$ cat config.mk
export PLATFORM = sky130hd
export DESIGN_NAME = bmm_front_flat
export DESIGN_NICKNAME = d
export VERILOG_FILES = /design/src/hdl/bmm_pkg.sv /design/src/hdl/bmm_intf.sv /design/src/hdl/bmm_front.sv /design/src/flat_wrapper.sv
export SDC_FILE = /design/constraint.sdc
export NUM_CORES = 1
export LEC_CHECK = 0
export ABC_CLOCK_PERIOD_IN_PS = 1500
export BUFFER_PORTS_ARGS = -buffer_cell sky130_fd_sc_hd__buf_2
export CAP_MARGIN = 30
export CORE_ASPECT_RATIO = 0.75
export CORE_MARGIN = 8
export CORE_UTILIZATION = 30
export DETAILED_ROUTE_END_ITERATION = 16
export PLACE_DENSITY_LB_ADDON = 0.12
export SLEW_MARGIN = 30
export SYNTH_ARGS = -nofsm -noshare
export SYNTH_HDL_FRONTEND = slang
export SYNTH_SLANG_ARGS = --single-unit
$ cat constraint.sdc
create_clock -name vclk -period 1.5
set_clock_uncertainty 0.1 [all_clocks]
set_input_delay 0.075 -clock vclk [all_inputs]
set_output_delay 0.075 -clock vclk [all_outputs]
set_load 0.02 [all_outputs]
$ cat src/hdl/bmm_pkg.sv
// Shared types and constants of the block matrix multiply core.
// Depends on nothing; used by the interfaces, the top level, front end, queue and back end.
package bmm_pkg;

  localparam int unsigned OP_W        = 2;
  localparam int unsigned IDX_W       = 6;
  localparam int unsigned VALUE_W     = 32;
  localparam int unsigned DIM_W       = 7;
  localparam int unsigned BSZ_W       = 5;
  localparam int unsigned OUT_IDX_W   = 4;
  localparam int unsigned CFG_IDX_W   = 1;
  localparam int unsigned CFG_DATA_W  = 7;
  localparam int unsigned PROD_W      = 2 * VALUE_W;
  localparam int unsigned Q_FRAC      = 16;

  localparam int unsigned QUEUE_DEPTH = 4;
  localparam int unsigned QUEUE_PTR_W = 2;
  localparam int unsigned QUEUE_CNT_W = 3;

  localparam logic [DIM_W-1:0] DIM_RESET = 7'd64;
  localparam logic [BSZ_W-1:0] BSZ_RESET = 5'd16;

  // Opcodes of an input item.
  typedef enum logic [OP_W-1:0] {
    OP_WR_A = 2'd0,
    OP_WR_B = 2'd1,
    OP_ROW  = 2'd2,
    OP_NOP  = 2'd3
  } op_e;

  // Configuration register indexes.
  typedef enum logic [CFG_IDX_W-1:0] {
    CFG_MATRIX_DIM = 1'b0,
    CFG_BLOCK_SIZE = 1'b1
  } cfg_idx_e;

  // Commands that survive classification.
  typedef enum logic [1:0] {
    CMD_WR_A = 2'd0,
    CMD_WR_B = 2'd1,
    CMD_ROW  = 2'd2
  } cmd_e;

  typedef struct packed {
    cmd_e               kind;
    logic [IDX_W-1:0]   row;
    logic [IDX_W-1:0]   col;
    logic [VALUE_W-1:0] value;
  } cmd_t;

  // Effective (clamped) configuration.
  typedef struct packed {
    logic [DIM_W-1:0] dim;
    logic [BSZ_W-1:0] bsz;
  } cfg_t;

endpackage

$ cat src/hdl/bmm_intf.sv


interface bmm_in_if;
  logic                              valid;
  logic                              ready;
  logic [bmm_pkg::OP_W-1:0]          opcode;
  logic [bmm_pkg::IDX_W-1:0]         row_index;
  logic [bmm_pkg::IDX_W-1:0]         col_index;
  logic signed [bmm_pkg::VALUE_W-1:0] value;
  modport source (output valid, opcode, row_index, col_index, value, input ready);
  modport sink   (input valid, opcode, row_index, col_index, value, output ready);
endinterface


$ cat src/hdl/bmm_front.sv
// Front end: accepts input items, drops out-of-range ones, forwards commands.
// Depends on bmm_pkg and the bmm_in_if interface.
module bmm_front (
  bmm_in_if.sink              in_i,
  input  bmm_pkg::cfg_t       cfg_i,
  output logic                push_valid_o,
  input  logic                push_ready_i,
  output bmm_pkg::cmd_t       push_cmd_o
);

  logic                      keep;
  logic [bmm_pkg::IDX_W-1:0] bsz_ext;
  logic [bmm_pkg::DIM_W-1:0] row_ext;
  logic [bmm_pkg::DIM_W-1:0] col_ext;
  bmm_pkg::cmd_e             kind;

  assign bsz_ext = {1'b0, cfg_i.bsz};
  assign row_ext = {1'b0, in_i.row_index};
  assign col_ext = {1'b0, in_i.col_index};

  // A load must land inside the current band; a row command must name a row of it.
  always_comb begin
    keep = 1'b0;
    kind = bmm_pkg::CMD_ROW;
    case (in_i.opcode)
      bmm_pkg::OP_WR_A: begin
        kind = bmm_pkg::CMD_WR_A;
        keep = (in_i.row_index < bsz_ext) && (col_ext < cfg_i.dim);
      end
      bmm_pkg::OP_WR_B: begin
        kind = bmm_pkg::CMD_WR_B;
        keep = (row_ext < cfg_i.dim) && (in_i.col_index < bsz_ext);
      end
      bmm_pkg::OP_ROW: begin
        kind = bmm_pkg::CMD_ROW;
        keep = in_i.row_index < bsz_ext;
      end
      default: keep = 1'b0;
    endcase
  end

  assign in_i.ready        = push_ready_i;
  assign push_valid_o      = in_i.valid && keep;
  assign push_cmd_o.kind   = kind;
  assign push_cmd_o.row    = in_i.row_index;
  assign push_cmd_o.col    = in_i.col_index;
  assign push_cmd_o.value  = in_i.value;

endmodule

$ cat src/flat_wrapper.sv
// flat-port wrapper written by rule: the top's interface ports become plain ports
module bmm_front_flat 
  (cfg_i, push_valid_o, push_ready_i, push_cmd_o, in_i_valid, in_i_opcode, in_i_row_index, in_i_col_index, in_i_value, in_i_ready);
  bmm_in_if in_i_i ();
  input  bmm_pkg::cfg_t cfg_i;
  output logic push_valid_o;
  input  logic push_ready_i;
  output bmm_pkg::cmd_t push_cmd_o;
  input wire logic [$bits(in_i_i.valid)-1:0] in_i_valid;
  input wire logic [$bits(in_i_i.opcode)-1:0] in_i_opcode;
  input wire logic [$bits(in_i_i.row_index)-1:0] in_i_row_index;
  input wire logic [$bits(in_i_i.col_index)-1:0] in_i_col_index;
  input wire logic [$bits(in_i_i.value)-1:0] in_i_value;
  output wire logic [$bits(in_i_i.ready)-1:0] in_i_ready;
  assign in_i_i.valid = in_i_valid;
  assign in_i_i.opcode = in_i_opcode;
  assign in_i_i.row_index = in_i_row_index;
  assign in_i_i.col_index = in_i_col_index;
  assign in_i_i.value = in_i_value;
  assign in_i_ready = in_i_i.ready;
  bmm_front u_core (.in_i(in_i_i), .cfg_i(cfg_i), .push_valid_o(push_valid_o), .push_ready_i(push_ready_i), .push_cmd_o(push_cmd_o));
endmodule
==> flow_summary.ini, run 1 <==
[die]
pin_count = 108
fp-row-count = 16
core-area_um2 = 2660
initial_core_util_pct = 32.2
dieArea_um2 = 4840
die_y_um = 62.3
dieWidth_um = 77.7

[sta]
slew_violations = 0
fin_crit_ps = 1500
worstMarginPinSlew_ps = 312
final.period_utilization_pct = 100
slew-limit-headroom_pct = 79.2
fin_ws_ps = -4.64
setup_viol = 1
rsz0062_at_grt = true
finalHoldViolCount = 0
clock.fmax_mhz = 665
hold_slack_ps = 50.0

[power]
power.share.sequential_pct = 0
power.density_nw_per_um2 = 282
power_frac_clock_pct = 0
switchingPower_w = 0.000131
switching_share_pct = 53.6
power.internal_w = 0.000113
p_total_w = 0.000244
vdd_drop_max_mv = 0.0855
leakagePower_nw = 0.475
comb_power_share_pct = 100.0

[logic_synthesis]
synthTopCellsByArea = buf_4 (39%), ha_1 (26%), a21oi_1 (5.3%)
syn_inst = 111
syn_avg_cell_area_um2 = 7.72
synth_top_area_share_pct = 39.4
yosys.area.top_type = buf_4
yosysSeqAreaShare_pct = 0
syn-num-nets = 189
ys.warnings.count = 0
synth_cell_types = 22
syn_area_um2 = 857

[route]
wl_um = 2090
drt-pass1-iter-count = 3
viasPerCell = 4.42
drc = 0
vias = 658
antenna_left = 0
drtIter0Drc = 5
wire_per_inst_um = 14.0

[final_layout]
final-instance-count-excl-fill = 149
layout_commonest_cell = buf_2
drive_gt1_share_pct = 52.2
multi_input_area_um2 = 509
num_antenna_cells = 0
nClkBuffers = 0
areaGrowthSynthToFinish_pct = 1.02
fillers = 317
n_sequential_cell = 0
nets = 193
layout_common_cells = buf_2 (40), ha_1 (16), inv_1 (9)
fin_area_um2 = 866
register_area_um2 = 0

[placement]
dp_hpwl_um = 1910
dp.cells = 149
place_area_um2 = 811
portBuffers = 42
place_congestion = 0.667

[worst_setup_path]
cp-start-kind = input pin
worst-path-max-fanout = 2
cp-end-kind = primary output
path_class = input pin to primary output
cp_slowest_cell = a2111oi_4
worstPathArrival_ps = 1330
worstPathRequired_ps = 1320
slowest_delay_ps = 390
startpoint = in_i_col_index[5]
path_cells = buf_2, ha_4, a2111oi_4, o221ai_2, nor3_2, o211a_1, buf_6

[grt]
grt_pass1_wl_um = 3430
antenna_found_initial = 0
grt_overflow_total = 0
grt_max_degree = 6
grtUsageTotal_pct = 7.95
grt_pass1_vias = 754

[status]
failed_checks = negative setup slack
status = finished, violations left

[min_path]
min_path_type = input pin to primary output
min_from = in_i_value[12]

[clocking]
postCtsHoldBufs = 0
post_cts_buffers = 0

[run]
drv_cap = 0
-- per-layer routing --
metal  vias up  wire length, um  global-route usage (%)
met4         0               46                    1.88
met1       265              982                    10.5
met5         -                0                       0
met3        14              221                    3.30
met2        42              842                    11.4
li1        337                -                       -
-- cells in the mapped netlist --
library cell and instances:
nor3_1 1, and2b_2 1, nand2_1 4, ha_1 18
nor3b_1 1, or2b_1 1, a21oi_1 9, dlygate4sd1_1 1
nand4b_1 1, o2111ai_1 1, nor2_1 1, nor4_1 3
o211a_1 1, a2111oi_4 1, nor2_2 1, buf_4 45
a211oi_1 1, o221ai_2 1, nand2b_1 5, nand3b_1 1
nand3_1 2, inv_1 11
-- metrics by stage --
step | setup TNS, ps | util [%] | worst slack (ps)
global placement | -128 | 30.5 | -128
CTS | -22.7 | 32.5 | -22.7
detailed placement | -134 | 30.5 | -134
floorplan | 0 | - | 171
finish | -4.64 | 32.5 | -4.64
global route | -126 | 32.5 | -126
-- final timing paths --
check	endpoint	slack (ps)	cells after the start
worst max-delay path	push_valid_o	-5	7
worst min-delay path	push_cmd_o[12]	50	0
-- worst max-delay path, delay by kind of cell --
kind,cells,cell delay [ps]
AOI/OAI and AO/OA,3,720
adders and majority gates,1,160
buffers and inverters,2,230
and+or+nand+nor,1,140
-- power by group through the flow --
| stage | registers [W] | clock network, W | logic (W) |
|---|---|---|---|
| after floorplan | 0 | 0 | 0.000272 |
| after global placement | 0 | 0 | 0.000232 |
| after detailed placement | 0 | 0 | 0.000232 |
| after CTS | 0 | 0 | 0.000250 |
| after global routing | 0 | 0 | 0.000277 |
| final | 0 | 0 | 0.000244 |
-- cells by family after synthesis --
group	count (synthesis)	share of synthesized area, %
buffers and inverters	57	45.3
and+or+nand+nor	22	15.2
adders and majority gates	18	26.3
AOI/OAI and AO/OA	14	13.3
-- area by class of cell --
class / count / share of cell area (%)
well taps: 36 / 5.20
multi-input cells: 54 / 58.8
repair buffers: 48 / 30.9
inverters: 11 / 5.06
-- timing repair --
item | CTS | global route
resized for setup | 12 | 0
pin swaps | 9 | 0
cloned | 0 | 0
setup endpoints to repair | 1 | 1
No activity file was read; power rests on OpenSTA's default activity.
==> run 2, diff against run 1 <==
ABC_CLOCK_PERIOD_IN_PS = 1400   (was 1500)
clock period = 1.4 ns   (was 1.5 ns; I/O delays follow)
==> run 2 against run 1 <==
The run still ends with negative setup slack left. Power is 19% higher. Via count is 3.5% higher. Die area stayed put. Setup slack worse by 82 ps. First-iteration DRC count is 120% higher. Critical path type unchanged.
==> flow_summary.ini, run 2 (synthesis gave the netlist of run 1 again) <==
[sta]
finalHoldViolCount = 0
slew-limit-headroom_pct = 81.6
setup_viol = 1
worstMarginPinSlew_ps = 276
slew_violations = 0
final.period_utilization_pct = 106
clock.fmax_mhz = 673
hold_slack_ps = 40.0
fin_crit_ps = 1490
rsz0062_at_grt = true
fin_ws_ps = -86.3

[placement]
portBuffers = 42
place_area_um2 = 833
dp_hpwl_um = 1910
place_congestion = 0.708

[worst_setup_path]
startpoint = cfg_i[10]
cp-start-kind = input pin
cp-end-kind = primary output
slowest_delay_ps = 360
worst-path-max-fanout = 2
worstPathArrival_ps = 1320
worstPathRequired_ps = 1230
path_class = input pin to primary output
cp_common_cell = buf_6
path_cells = buf_6, inv_4, ha_4, a2111oi_4, o221ai_2, nor3_1, o211a_1, buf_6
cp_slowest_cell = a2111oi_4

[die]
core-area_um2 = 2660
dieWidth_um = 77.7
pin_count = 108
initial_core_util_pct = 32.2
fp-row-count = 16
die_y_um = 62.3
dieArea_um2 = 4840

[final_layout]
layout_commonest_cell = buf_2
layout_common_cells = buf_2 (37), ha_1 (14), buf_4 (10)
drive_gt1_share_pct = 56.9
num_antenna_cells = 0
nClkBuffers = 0
nets = 196
n_sequential_cell = 0
register_area_um2 = 0
fillers = 298
areaGrowthSynthToFinish_pct = 10.2
fin_area_um2 = 945
multi_input_area_um2 = 548

[route]
drtIter0Drc = 11
antenna_left = 0
viasPerCell = 4.48
wire_per_inst_um = 13.9
drc = 0
vias = 681
drt-pass1-iter-count = 4
wl_um = 2120

[grt]
grt_max_degree = 5
grtUsageTotal_pct = 7.95
grt_pass1_vias = 738
grt_pass1_wl_um = 3460
grt_overflow_total = 0
antenna_found_initial = 0

[power]
leakagePower_nw = 0.492
vdd_drop_max_mv = 0.0981
p_total_w = 0.000290
power.density_nw_per_um2 = 307

[status]
failed_checks = negative setup slack
status = finished, violations left

[clocking]
postCtsHoldBufs = 0
post_cts_buffers = 0

[min_path]
min_from = in_i_value[12]
min_path_type = input pin to primary output

[run]
drv_cap = 0
[run 2: timing repair]
| action | CTS | global route |
|---|---|---|
| endpoints found under the setup margin | 1 | 1 |
| resized for setup | 7 | 16 |
| pin swaps | 7 | 8 |
[run 2: per-layer routing]
metal / track usage [%] / share of wire (%)
met1: 10.3 / 45
met2: 11.7 / 42
met3: 3.45 / 10
met4: 1.88 / 2.2
met5: 0 / 0
[run 2: power by group]
part           leakage (nW)  internal (W)  total [W]  switching, W
sequential                0             0          0             0
clock                     0             0          0             0
combinational         0.492      0.000139   0.000290      0.000151
[run 2: worst paths after layout]
kind	endpoint	slack, ps	cells after the start
setup / recovery	push_valid_o	-90	8
hold / removal	push_cmd_o[12]	40	0
[run 2: per-stage QoR]
stage,setup WS (ps),std cells,setup TNS [ps],util (%)
final,-86.3,152,-86.3,35.5
after global routing,-166,152,-166,35.5
after CTS,-103,152,-103,32.5
after detailed placement,-138,152,-138,31.3
after global placement,-150,152,-150,31.3
after floorplan,81.4,111,0,-
[run 2: cell type report]
type	instances	share of cell area, %
repair buffers	51	32.3
well taps	36	4.77
multi-input cells	54	58.0
inverters	11	4.90
[run 2: critical path, delay by kind of cell]
kind | cells | cell delay, ps
buffers and inverters | 3 | 220
adder cells (fa/ha/maj) | 1 | 150
AND/OR/NAND/NOR | 1 | 180
AO/OA/AOI/OAI | 3 | 690
