--- src/hdl/bmm_pkg.sv ---
// Shared types and constants of the block matrix multiply core.
// Depends on nothing; used by the interfaces, the top level, front end, queue and back end.
package bmm_pkg;

  localparam int unsigned OP_W        = 2;
  localparam int unsigned IDX_W       = 6;
  localparam int unsigned VALUE_W     = 32;
  localparam int unsigned DIM_W       = 7;
  localparam int unsigned BSZ_W       = 5;
  localparam int unsigned OUT_IDX_W   = 4;
  localparam int unsigned CFG_IDX_W   = 1;
  localparam int unsigned CFG_DATA_W  = 7;
  localparam int unsigned PROD_W      = 2 * VALUE_W;
  localparam int unsigned Q_FRAC      = 16;

  localparam int unsigned QUEUE_DEPTH = 4;
  localparam int unsigned QUEUE_PTR_W = 2;
  localparam int unsigned QUEUE_CNT_W = 3;

  localparam logic [DIM_W-1:0] DIM_RESET = 7'd64;
  localparam logic [BSZ_W-1:0] BSZ_RESET = 5'd16;

  // Opcodes of an input item.
  typedef enum logic [OP_W-1:0] {
    OP_WR_A = 2'd0,
    OP_WR_B = 2'd1,
    OP_ROW  = 2'd2,
    OP_NOP  = 2'd3
  } op_e;

  // Configuration register indexes.
  typedef enum logic [CFG_IDX_W-1:0] {
    CFG_MATRIX_DIM = 1'b0,
    CFG_BLOCK_SIZE = 1'b1
  } cfg_idx_e;

  // Commands that survive classification.
  typedef enum logic [1:0] {
    CMD_WR_A = 2'd0,
    CMD_WR_B = 2'd1,
    CMD_ROW  = 2'd2
  } cmd_e;

  typedef struct packed {
    cmd_e               kind;
    logic [IDX_W-1:0]   row;
    logic [IDX_W-1:0]   col;
    logic [VALUE_W-1:0] value;
  } cmd_t;

  // Effective (clamped) configuration.
  typedef struct packed {
    logic [DIM_W-1:0] dim;
    logic [BSZ_W-1:0] bsz;
  } cfg_t;

endpackage

--- src/hdl/bmm_queue.sv ---
// Small command queue between the front end and the back end.
// Depends on bmm_pkg.
module bmm_queue (
  input  logic          clk_i,
  input  logic          rst_ni,
  input  logic          push_valid_i,
  output logic          push_ready_o,
  input  bmm_pkg::cmd_t push_cmd_i,
  output logic          pop_valid_o,
  input  logic          pop_ready_i,
  output bmm_pkg::cmd_t pop_cmd_o
);

  bmm_pkg::cmd_t                   mem_q [bmm_pkg::QUEUE_DEPTH];
  logic [bmm_pkg::QUEUE_PTR_W-1:0] wr_ptr_q, wr_ptr_d;
  logic [bmm_pkg::QUEUE_PTR_W-1:0] rd_ptr_q, rd_ptr_d;
  logic [bmm_pkg::QUEUE_CNT_W-1:0] cnt_q, cnt_d;
  logic                            push;
  logic                            pop;

  assign push_ready_o = cnt_q != bmm_pkg::QUEUE_CNT_W'(bmm_pkg::QUEUE_DEPTH);
  assign pop_valid_o  = cnt_q != '0;
  assign pop_cmd_o    = mem_q[rd_ptr_q];
  assign push         = push_valid_i && push_ready_o;
  assign pop          = pop_valid_o && pop_ready_i;

  always_comb begin
    wr_ptr_d = push ? wr_ptr_q + 1'b1 : wr_ptr_q;
    rd_ptr_d = pop ? rd_ptr_q + 1'b1 : rd_ptr_q;
    cnt_d    = cnt_q;
    if (push && !pop) begin
      cnt_d = cnt_q + 1'b1;
    end else if (pop && !push) begin
      cnt_d = cnt_q - 1'b1;
    end
  end

  always_ff @(posedge clk_i or negedge rst_ni) begin
    if (!rst_ni) begin
      wr_ptr_q <= '0;
      rd_ptr_q <= '0;
      cnt_q    <= '0;
    end else begin
      wr_ptr_q <= wr_ptr_d;
      rd_ptr_q <= rd_ptr_d;
      cnt_q    <= cnt_d;
    end
  end

  always_ff @(posedge clk_i) begin
    if (push) begin
      mem_q[wr_ptr_q] <= push_cmd_i;
    end
  end

endmodule

--- config.mk ---
export PLATFORM = sky130hd
export DESIGN_NAME = bmm_queue
export DESIGN_NICKNAME = d
export VERILOG_FILES = /design/src/hdl/bmm_pkg.sv /design/src/hdl/bmm_queue.sv
export SDC_FILE = /design/constraint.sdc
export NUM_CORES = 1
export LEC_CHECK = 0
export BUFFER_PORTS_ARGS = -buffer_cell sky130_fd_sc_hd__buf_4
export CORE_MARGIN = 5
export CORE_UTILIZATION = 39
export CTS_CLUSTER_DIAMETER = 40
export CTS_CLUSTER_SIZE = 28
export DETAILED_ROUTE_END_ITERATION = 16
export GPL_TIMING_DRIVEN = 0
export PLACE_DENSITY = 0.57
export SETUP_SLACK_MARGIN = 0.15
export SLEW_MARGIN = 10
export SYNTH_ARGS = -nofsm -noshare
export SYNTH_HDL_FRONTEND = slang
export SYNTH_SLANG_ARGS = --single-unit
--- constraint.sdc ---
create_clock -name clk_i -period 2.2 [get_ports clk_i]
set_input_delay 0.11 -clock clk_i [delete_from_list [all_inputs] [get_ports clk_i]]
set_output_delay 0.11 -clock clk_i [all_outputs]
set_load 0.05 [all_outputs]
==> qor.txt, run 1 <==
status -> complete, no violations
initial antenna violation count -> 0
worst reg2reg startpoint -> cnt_q[0]
Layout fillers -> 1,414
YS warnings -> 0
dpl ws -> 0.0992 ns
Critical Path Source -> rd_ptr_q[0]
Die Ht -> 144 um
critical path class -> reg2out
Setup Skew -> 0.00869 ns
global route overflow -> 0
fmax -> 496 MHz
pwr dens -> 1510 nW/um^2
largest net degree at the start of global routing -> 47
total track usage -> 13.7%
Arrival @ worst endpoint -> 1.91 ns
crit path max fanout -> 9
num rows -> 49
Synth Area per Inst -> 25.6 um^2
Static Leak -> 0.00329 uW
Vias/cell -> 4.84
placed insts -> 601
global-route wire length before repair -> 20,500 um
Clk Latency, worst-skew pair -> 0.42 ns
HPWL Detailed -> 7370 um
max cap viols -> 0
Buffers on Ports -> 97
min cycle time layout -> 2.02 ns
post-route cell area -> 9390 um^2
Tot Pwr -> 14,200 uW
RSZ-0062 raised after global routing -> true
vias in the first global route -> 3,636
final setup fails -> 0
worst slew pin tran -> 0.781 ns
Final Cycle Share -> 91.7%
Initial DRT Pass Iterations -> 4
CTS H-tree lvls -> 4
Rel. slew slack -> 47.9%
placed inst area -> 8090 um^2
total number of vias -> 3,358
Worst-path clk slew -> 0.07 ns
Final Non-Filler Cells -> 694
# IOs -> 98
DRT Wirelength -> 13,700 um
Iteration-0 DRC Markers -> 172
min-delay worst type -> in2async
Clock Tree Buf Depth -> 2
final hold violations -> 0
Distinct cells, synth -> 19
WL per Instance -> 19.7 um
Mapped Cells -> 275
fraction of layout cells with a size suffix above 1 -> 44.7%
Mapped Area -> 7040 um^2
Final #Nets -> 508
total die area -> 20,800 um^2
# DRC -> 0
Detail Route Antenna Nets -> 0
core area -> 17,800 um^2
final setup slack of the worst path -> 0.183 ns
CP required -> 2.09 ns
CTS tree -> built
die width -> 144 um
synth-to-layout area growth -> 33.3%
Placer Congestion -> 0.680
initial core utilization -> 39.5%
Worst Setup Start Kind -> flip-flop
clock sink count -> 191
crit path capture type -> primary output
Num CTS Buffers -> 17
max-slew violation count -> 0
diodes inserted -> 0
Seq/Total Area, Yosys -> 81.0%
Root Driver -> clkbuf_16
VDD IR-drop max -> 0.738 mV
syn nets -> 331
Synth Register Bits -> 191
-- power by group --
group | switching, uW | total, uW | internal (uW)
clock | 1300 | 2970 | 1670
combinational | 3790 | 6160 | 2380
sequential | 193 | 5020 | 4830
total | 5280 | 14200 | 8880
-- logic make-up after synthesis --
group                    Yosys count  synth area share, %
adder cells (fa/ha/maj)            6                 1.17
AO/OA/AOI/OAI                      1                0.160
buffers and inverters             13                 1.19
AND/OR/NAND/NOR                   10                0.729
XOR/XNOR                           6                0.746
flip-flops                       191                 81.0
multiplexers                      48                 15.0
-- synthesized netlist by cell type, drive strengths merged --
master,instances,area share [%]
a21boi,1,0.16
and2,4,0.36
buf,9,0.98
clkbuf,1,0.053
dfrtp,7,2.5
edfxtp,184,78
fa,1,0.28
ha,5,0.89
inv,3,0.16
mux2,2,0.32
mux4,46,15
nand2,2,0.11
nand3,1,0.071
nor2,2,0.11
or3,1,0.089
xnor2,4,0.50
xor2,2,0.25
-- flip-flops by register name (all words and copies together), names as in the netlist --
signal / count
mem_q: 184
rd_ptr_q: 2
cnt_q: 3
wr_ptr_q: 2
-- worst max-delay path, stage by stage, from the launching register on --
cell     delay, ns
dfrtp_2       0.44
buf_12        0.17
buf_12        0.13
mux4_2        0.52
buf_4         0.21
-- worst paths after layout --
check | endpoint | slack (ns) | cells after the start
setup / recovery | pop_cmd_o[43] | 0.18 | 4
hold / removal | cnt_q[0] | 0.02 | 2
setup reg to reg | cnt_q[2] | 0.22 | 8
hold reg to reg | cnt_q[0] | 0.51 | 1
max in group asynchronous | rd_ptr_q[0] | 2.04 | 2
min in group clk_i | wr_ptr_q[0] | 0.20 | 4
-- per-stage QoR --
stage	hold WS, ns	util (%)	TNS, ns
floorplan	-0.186	-	0
global placement	-0.0706	45.3	-52.05
detailed placement	-0.0687	45.3	0
CTS	0.00801	51.5	0
global route	0.0119	52.6	0
finish	0.0246	52.6	0
-- cells in the final DEF, fill, tap and decap left out --
cell and n:
a21boi_4 1, and2_2 2, and2_4 4, buf_12 5
buf_4 98, buf_6 11, bufinv_16 2, clkbuf_1 1
clkbuf_16 19, clkbuf_2 1, clkbuf_4 1, clkinv_1 2
clkinv_2 4, clkinv_4 1, clkinvlp_4 1, dfrtp_1 4
dfrtp_2 3, dlygate4sd3_1 48, edfxtp_1 184, fa_1 1
ha_1 4, ha_4 1, inv_1 3, inv_6 4
mux2_2 2, mux4_2 46, nand2_1 1, nand2_4 1
nand3_1 1, nor2_1 2, or3_4 1, xnor2_1 4
xor2_1 2
-- timing repair --
item / in CTS / in global routing
setup buffers: 0 / 9
cloned: 2 / 2
hold buffers: 48 / 0
gates resized for setup: 10 / 20
pin swaps: 2 / 2
setup endpoints to repair: 224 / 178
endpoints found under the hold margin: 193 / 0
-- routing by layer --
layer  up-vias  routed length [um]  track usage, %
met4         0                 214            5.45
met1      1748                6050            18.3
met5         -                   0               0
met3        16                 596            3.51
met2        69                6830            21.6
li1       1525                   -               -
-- layout make-up --
| class | count | area (um^2) | share of cell area [%] |
|---|---|---|---|
| buffer | 10 | 118 | 1.25 |
| clock buffer | 18 | 429 | 4.57 |
| clock inverter | 14 | 139 | 1.48 |
| inverter | 3 | 11.3 | 0.120 |
| multi-input combinational | 73 | 1310 | 14.0 |
| sequential | 191 | 5700 | 60.8 |
| tap | 229 | 287 | 3.05 |
| timing repair buffer | 156 | 1390 | 14.8 |
Power figures use the tool's default switching activity.
==> run 2: changes to the inputs <==
--- a/config.mk
+++ b/config.mk
@@ -7,12 +7,12 @@
 export LEC_CHECK = 0
 export BUFFER_PORTS_ARGS = -buffer_cell sky130_fd_sc_hd__buf_4
 export CORE_MARGIN = 5
-export CORE_UTILIZATION = 39
+export CORE_UTILIZATION = 40
 export CTS_CLUSTER_DIAMETER = 40
 export CTS_CLUSTER_SIZE = 28
 export DETAILED_ROUTE_END_ITERATION = 16
 export GPL_TIMING_DRIVEN = 0
-export PLACE_DENSITY = 0.57
+export PLACE_DENSITY = 0.58
 export SETUP_SLACK_MARGIN = 0.15
 export SLEW_MARGIN = 10
 export SYNTH_ARGS = -nofsm -noshare
==> run 2 against run 1 <==
  * Die area shrank 2.3%
  * Via count is 0.12% higher
  * Routed wire length decreased by 4.3%
  * Clock skew rose by 0.00055 ns
  * Core utilization grew 2.0 points
  * Critical path type unchanged
  * Critical endpoint is now pop_cmd_o[45]
==> qor.txt, run 2 (synthesized netlist as in run 1, its figures left out) <==
cell internal pwr -> 9140 uW
synth-to-layout area growth -> 34.2%
number of cells on the worst reg-to-reg path -> 3
max cap viols -> 0
commonest non-fill, non-tap cell in the layout -> edfxtp_1
Psw -> 5310 uW
post-route cell area -> 9450 um^2
# IOs -> 98
Layout fillers -> 1,367
Combinational Power Share -> 42.4%
# DRC -> 0
largest net degree at the start of global routing -> 47
max-slew violation count -> 0
Buffers on Ports -> 97
Rel. slew slack -> 48.1%
CP required -> 2.09 ns
Flop pwr share -> 34.6%
fmax -> 505 MHz
Clock Tree Buf Depth -> 2
most flop-heavy register -> mem_q
r2r setup slk -> 0.25 ns
clock sink count -> 191
Setup Skew -> 0.00924 ns
Root Driver -> clkbuf_16
placed insts -> 597
total number of vias -> 3,362
global route overflow -> 0
Vias/cell -> 4.85
total negative setup slack -> 0 ns
Arrival @ worst endpoint -> 1.87 ns
vias in the first global route -> 3,733
biggest regs -> mem_q x184, cnt_q x3
initial antenna violation count -> 0
initial core utilization -> 40.7%
crit path capture type -> primary output
HPWL Detailed -> 7470 um
Critical R2R Capture -> mem_q[2][12]
worst slew pin tran -> 0.779 ns
total die area -> 20,400 um^2
final hold violations -> 0
WL per Instance -> 18.9 um
Static Leak -> 0.00332 uW
Initial DRT Pass Iterations -> 4
Worst-path clk slew -> 0.07 ns
Final Cycle Share -> 90.0%
DRT Wirelength -> 13,100 um
crit path max fanout -> 8
placed inst area -> 8080 um^2
die width -> 143 um
area of the multi-input gates -> 1300 um^2
Num CTS Buffers -> 17
status -> complete, no violations
Placer Congestion -> 0.663
pwr dens -> 1530 nW/um^2
CTS tree -> built
area taken by flip-flops and latches -> 5700 um^2
most frequent cells in the layout -> edfxtp_1, buf_4, dlygate4sd3_1
diodes inserted -> 0
global-route wire length before repair -> 20,200 um
worst reg2reg startpoint -> cnt_q[2]
Final #Nets -> 511
power share of the clock group -> 23.0%
Clk Latency, worst-skew pair -> 0.42 ns
min-delay worst type -> in2async
critical path class -> reg2out
total track usage -> 13.4%
RSZ-0062 raised after global routing -> true
VDD IR-drop max -> 0.748 mV
final setup fails -> 0
Iteration-0 DRC Markers -> 149
Detail Route Antenna Nets -> 0
core area -> 17,300 um^2
Final Non-Filler Cells -> 693
Sw Ratio -> 36.8%
fraction of layout cells with a size suffix above 1 -> 45.3%
Die Ht -> 143 um
num rows -> 48
Worst Setup Start Kind -> flip-flop
Largest register FFs -> 184
min cycle time layout -> 1.98 ns
CTS H-tree lvls -> 4
[run 2: metrics by stage]
step / power [uW] / setup slack, ns / hold slack [ns] / util (%)
floorplan: 9130 / 0.155 / -0.186 / -
global placement: 10700 / -0.295 / -0.0722 / 46.7
detailed placement: 10800 / 0.106 / -0.0670 / 46.7
CTS: 14300 / 0.0930 / 0.0100 / 53.6
global route: 15100 / 0.130 / 0.0172 / 54.6
finish: 14500 / 0.221 / 0.0209 / 54.6
[run 2: worst max path at each step]
stage	startpoint	to	slack [ns]
3_3_place_gp	cnt_q[0]	mem_q[2][5]	-0.29
2_1_floorplan	cnt_q[2]	cnt_q[2]	0.16
5_1_grt	cnt_q[2]	mem_q[2][3]	0.13
6_report	rd_ptr_q[0]	pop_cmd_o[45]	0.22
4_1_cts	rd_ptr_q[0]	pop_cmd_o[7]	0.09
3_5_place_dp	cnt_q[0]	mem_q[2][5]	0.11
[run 2: area by class of cell]
| class | instances | share of cell area, % |
|---|---|---|
| clock inverters | 15 | 2.36 |
| clock buffers | 17 | 4.50 |
| well taps | 225 | 2.98 |
| multi-input cells | 71 | 13.8 |
| plain buffers | 10 | 1.40 |
| flip-flops and latches | 191 | 60.3 |
| repair buffers | 161 | 14.5 |
| inverters | 3 | 0.119 |
[run 2: power groups by stage]
stage | logic (uW) | registers [uW] | clock network (uW)
2_1_floorplan | 4100 | 5030 | 0
3_3_place_gp | 5670 | 5070 | 0
3_5_place_dp | 5700 | 5100 | 0
4_1_cts | 5920 | 5010 | 3380
5_1_grt | 6470 | 5070 | 3540
6_report | 6140 | 5000 | 3320
[run 2: per-layer routing]
metal | routed length, um | GRT usage (%) | vias up
met5 | 0 | 0 | -
met4 | 186 | 4.65 | 0
met3 | 466 | 2.98 | 14
met2 | 6940 | 23.1 | 61
met1 | 5500 | 16.7 | 1761
li1 | - | - | 1526
[run 2: critical path, cell delays in order (launching register included)]
cell,delay (ns)
dfrtp_1,0.42
buf_12,0.15
buf_4,0.14
mux4_2,0.52
buf_4,0.21
[run 2: what timing repair did]
item | 4_1_cts | 5_1_grt
hold buffers | 48 | 0
endpoints found under the hold margin | 193 | 0
resized for setup | 10 | 22
gates cloned | 0 | 0
pin swaps | 0 | 5
setup buffers | 3 | 13
setup endpoints to repair | 223 | 223
==> run 3: changes to the inputs <==
--- a/config.mk
+++ b/config.mk
@@ -13,6 +13,7 @@
 export DETAILED_ROUTE_END_ITERATION = 16
 export GPL_TIMING_DRIVEN = 0
 export PLACE_DENSITY = 0.58
+export REMOVE_ABC_BUFFERS = 1
 export SETUP_SLACK_MARGIN = 0.15
 export SLEW_MARGIN = 10
 export SYNTH_ARGS = -nofsm -noshare
==> run 3 against run 2 <==
  * Core utilization fell by 1.1 points
  * Via count fell by 1.5%
  * Combinational power fell by 4.1%
  * Sequential power rose by 2%
  * Critical path depth did not move
  * Power fell by 4.0%
  * Flip-flop and latch count did not move
  * Global-route usage rose by 0.28 points
  * Final area fell by 2.1%
  * Largest power group unchanged
==> qor.txt, run 3 (synthesized netlist as in run 1, its figures left out) <==
Placer Congestion -> 0.670
total track usage -> 13.6%
fmax -> 503 MHz
initial antenna violation count -> 0
VDD IR-drop max -> 0.921 mV
Final #Nets -> 497
Die Ht -> 143 um
Tot Pwr -> 13,900 uW
vias in the first global route -> 3,665
HPWL Detailed -> 6970 um
biggest regs -> mem_q x184, cnt_q x3
Detail Route Antenna Nets -> 0
diodes inserted -> 0
most frequent cells in the layout -> edfxtp_1, buf_4, dlygate4sd3_1
final setup slack of the worst path -> 0.211 ns
RSZ-0062 raised after global routing -> true
crit path max fanout -> 4
dpl ws -> 0.0421 ns
total negative setup slack -> 0 ns
min-delay worst type -> in2async
global-route wire length before repair -> 20,200 um
Initial DRT Pass Iterations -> 4
CP required -> 2.09 ns
status -> complete, no violations
Fin Hold WS -> 0.0334 ns
Final Cycle Share -> 90.4%
initial core utilization -> 40.7%
Arrival @ worst endpoint -> 1.88 ns
max cap viols -> 0
Iteration-0 DRC Markers -> 156
commonest non-fill, non-tap cell in the layout -> edfxtp_1
CTS tree -> built
Vias/cell -> 4.89
worst slew pin tran -> 0.765 ns
total die area -> 20,400 um^2
Setup Skew -> 0.00828 ns
min cycle time layout -> 1.99 ns
largest net degree at the start of global routing -> 47
most flop-heavy register -> mem_q
total number of vias -> 3,311
final hold violations -> 0
# IOs -> 98
Num CTS Buffers -> 17
fraction of layout cells with a size suffix above 1 -> 43.1%
clock sink count -> 191
Static Leak -> 0.00320 uW
Worst path max stage delay -> 0.52 ns
Crit-path slowest cell -> dfrtp_4
crit path capture type -> primary output
Rel. slew slack -> 49.0%
DRT Wirelength -> 13,400 um
Clk Latency, worst-skew pair -> 0.42 ns
Worst Setup Start Kind -> flip-flop
num rows -> 48
cell mode on critical path -> buf_4
final setup fails -> 0
pwr dens -> 1500 nW/um^2
global route overflow -> 0
Buffers on Ports -> 97
max-slew violation count -> 0
Largest register FFs -> 184
Worst-path clk slew -> 0.07 ns
WL per Instance -> 19.7 um
Clock Tree Buf Depth -> 2
critical path class -> reg2out
CTS H-tree lvls -> 4
die width -> 143 um
core area -> 17,300 um^2
# DRC -> 0
Root Driver -> clkbuf_16
final design utilization -> 53.5%
Cell Chain, Critical Path -> buf_8 -> buf_4 -> mux4_2 -> buf_4
synth-to-layout area growth -> 31.5%
-- run 3: layout make-up --
| type | instances | area (um^2) |
|---|---|---|
| Clock buffer | 19 | 433 |
| Timing Repair Buffer | 157 | 1400 |
| Multi-Input combinational cell | 71 | 1300 |
| Clock inverter | 11 | 120 |
| Sequential cell | 191 | 5710 |
| Fill cell | 1380 | 8040 |
| Inverter | 3 | 11.3 |
| Tap cell | 225 | 282 |
-- run 3: layer usage --
layer / track usage [%] / vias up / routed length [um]
met5: 0 / - / 0
met4: 4.95 / 0 / 199
met3: 3.55 / 13 / 673
met2: 22.5 / 82 / 6730
met1: 17.6 / 1727 / 5750
li1: - / 1489 / -
-- run 3: critical path: cells and delay by family (launching register included) --
| family | cells | cell delay [ns] |
|---|---|---|
| buffers and inverters | 3 | 0.49 |
| muxes | 1 | 0.44 |
| DFF | 1 | 0.52 |
-- run 3: power by group --
part / switching (uW) / total, uW / internal (uW)
Combinational: 3670 / 5890 / 2220
Sequential: 269 / 5110 / 4840
Clock: 1230 / 2880 / 1650
Total: 5170 / 13900 / 8710
-- run 3: path summary, 6_finish.rpt --
path	start	endpoint	slack, ns	cells past startpoint
max	rd_ptr_q[0]	pop_cmd_o[9]	0.21	4
min	rst_ni	cnt_q[0]	0.03	2
max reg2reg	cnt_q[1]	cnt_q[2]	0.23	8
min reg2reg	cnt_q[2]	cnt_q[2]	0.58	1
max in group asynchronous	rst_ni	rd_ptr_q[1]	2.03	2
min in group clk_i	push_valid_i	wr_ptr_q[0]	0.13	3
-- run 3: timing repair --
action / 4_1_cts / 5_1_grt
endpoints found under the setup margin: 48 / 45
cloned: 0 / 1
hold buffers: 48 / 0
endpoints found under the hold margin: 192 / 0
resized for setup: 6 / 6
pin swaps: 4 / 3
setup buffers: 8 / 2
-- run 3: per-stage QoR --
| step | instances | instance area, um^2 |
|---|---|---|
| after global routing | 677 | 9260 |
| after detailed placement | 588 | 8020 |
| after global placement | 587 | 7980 |
| after CTS | 674 | 9190 |
| after floorplan | 265 | 6970 |
| final | 677 | 9260 |
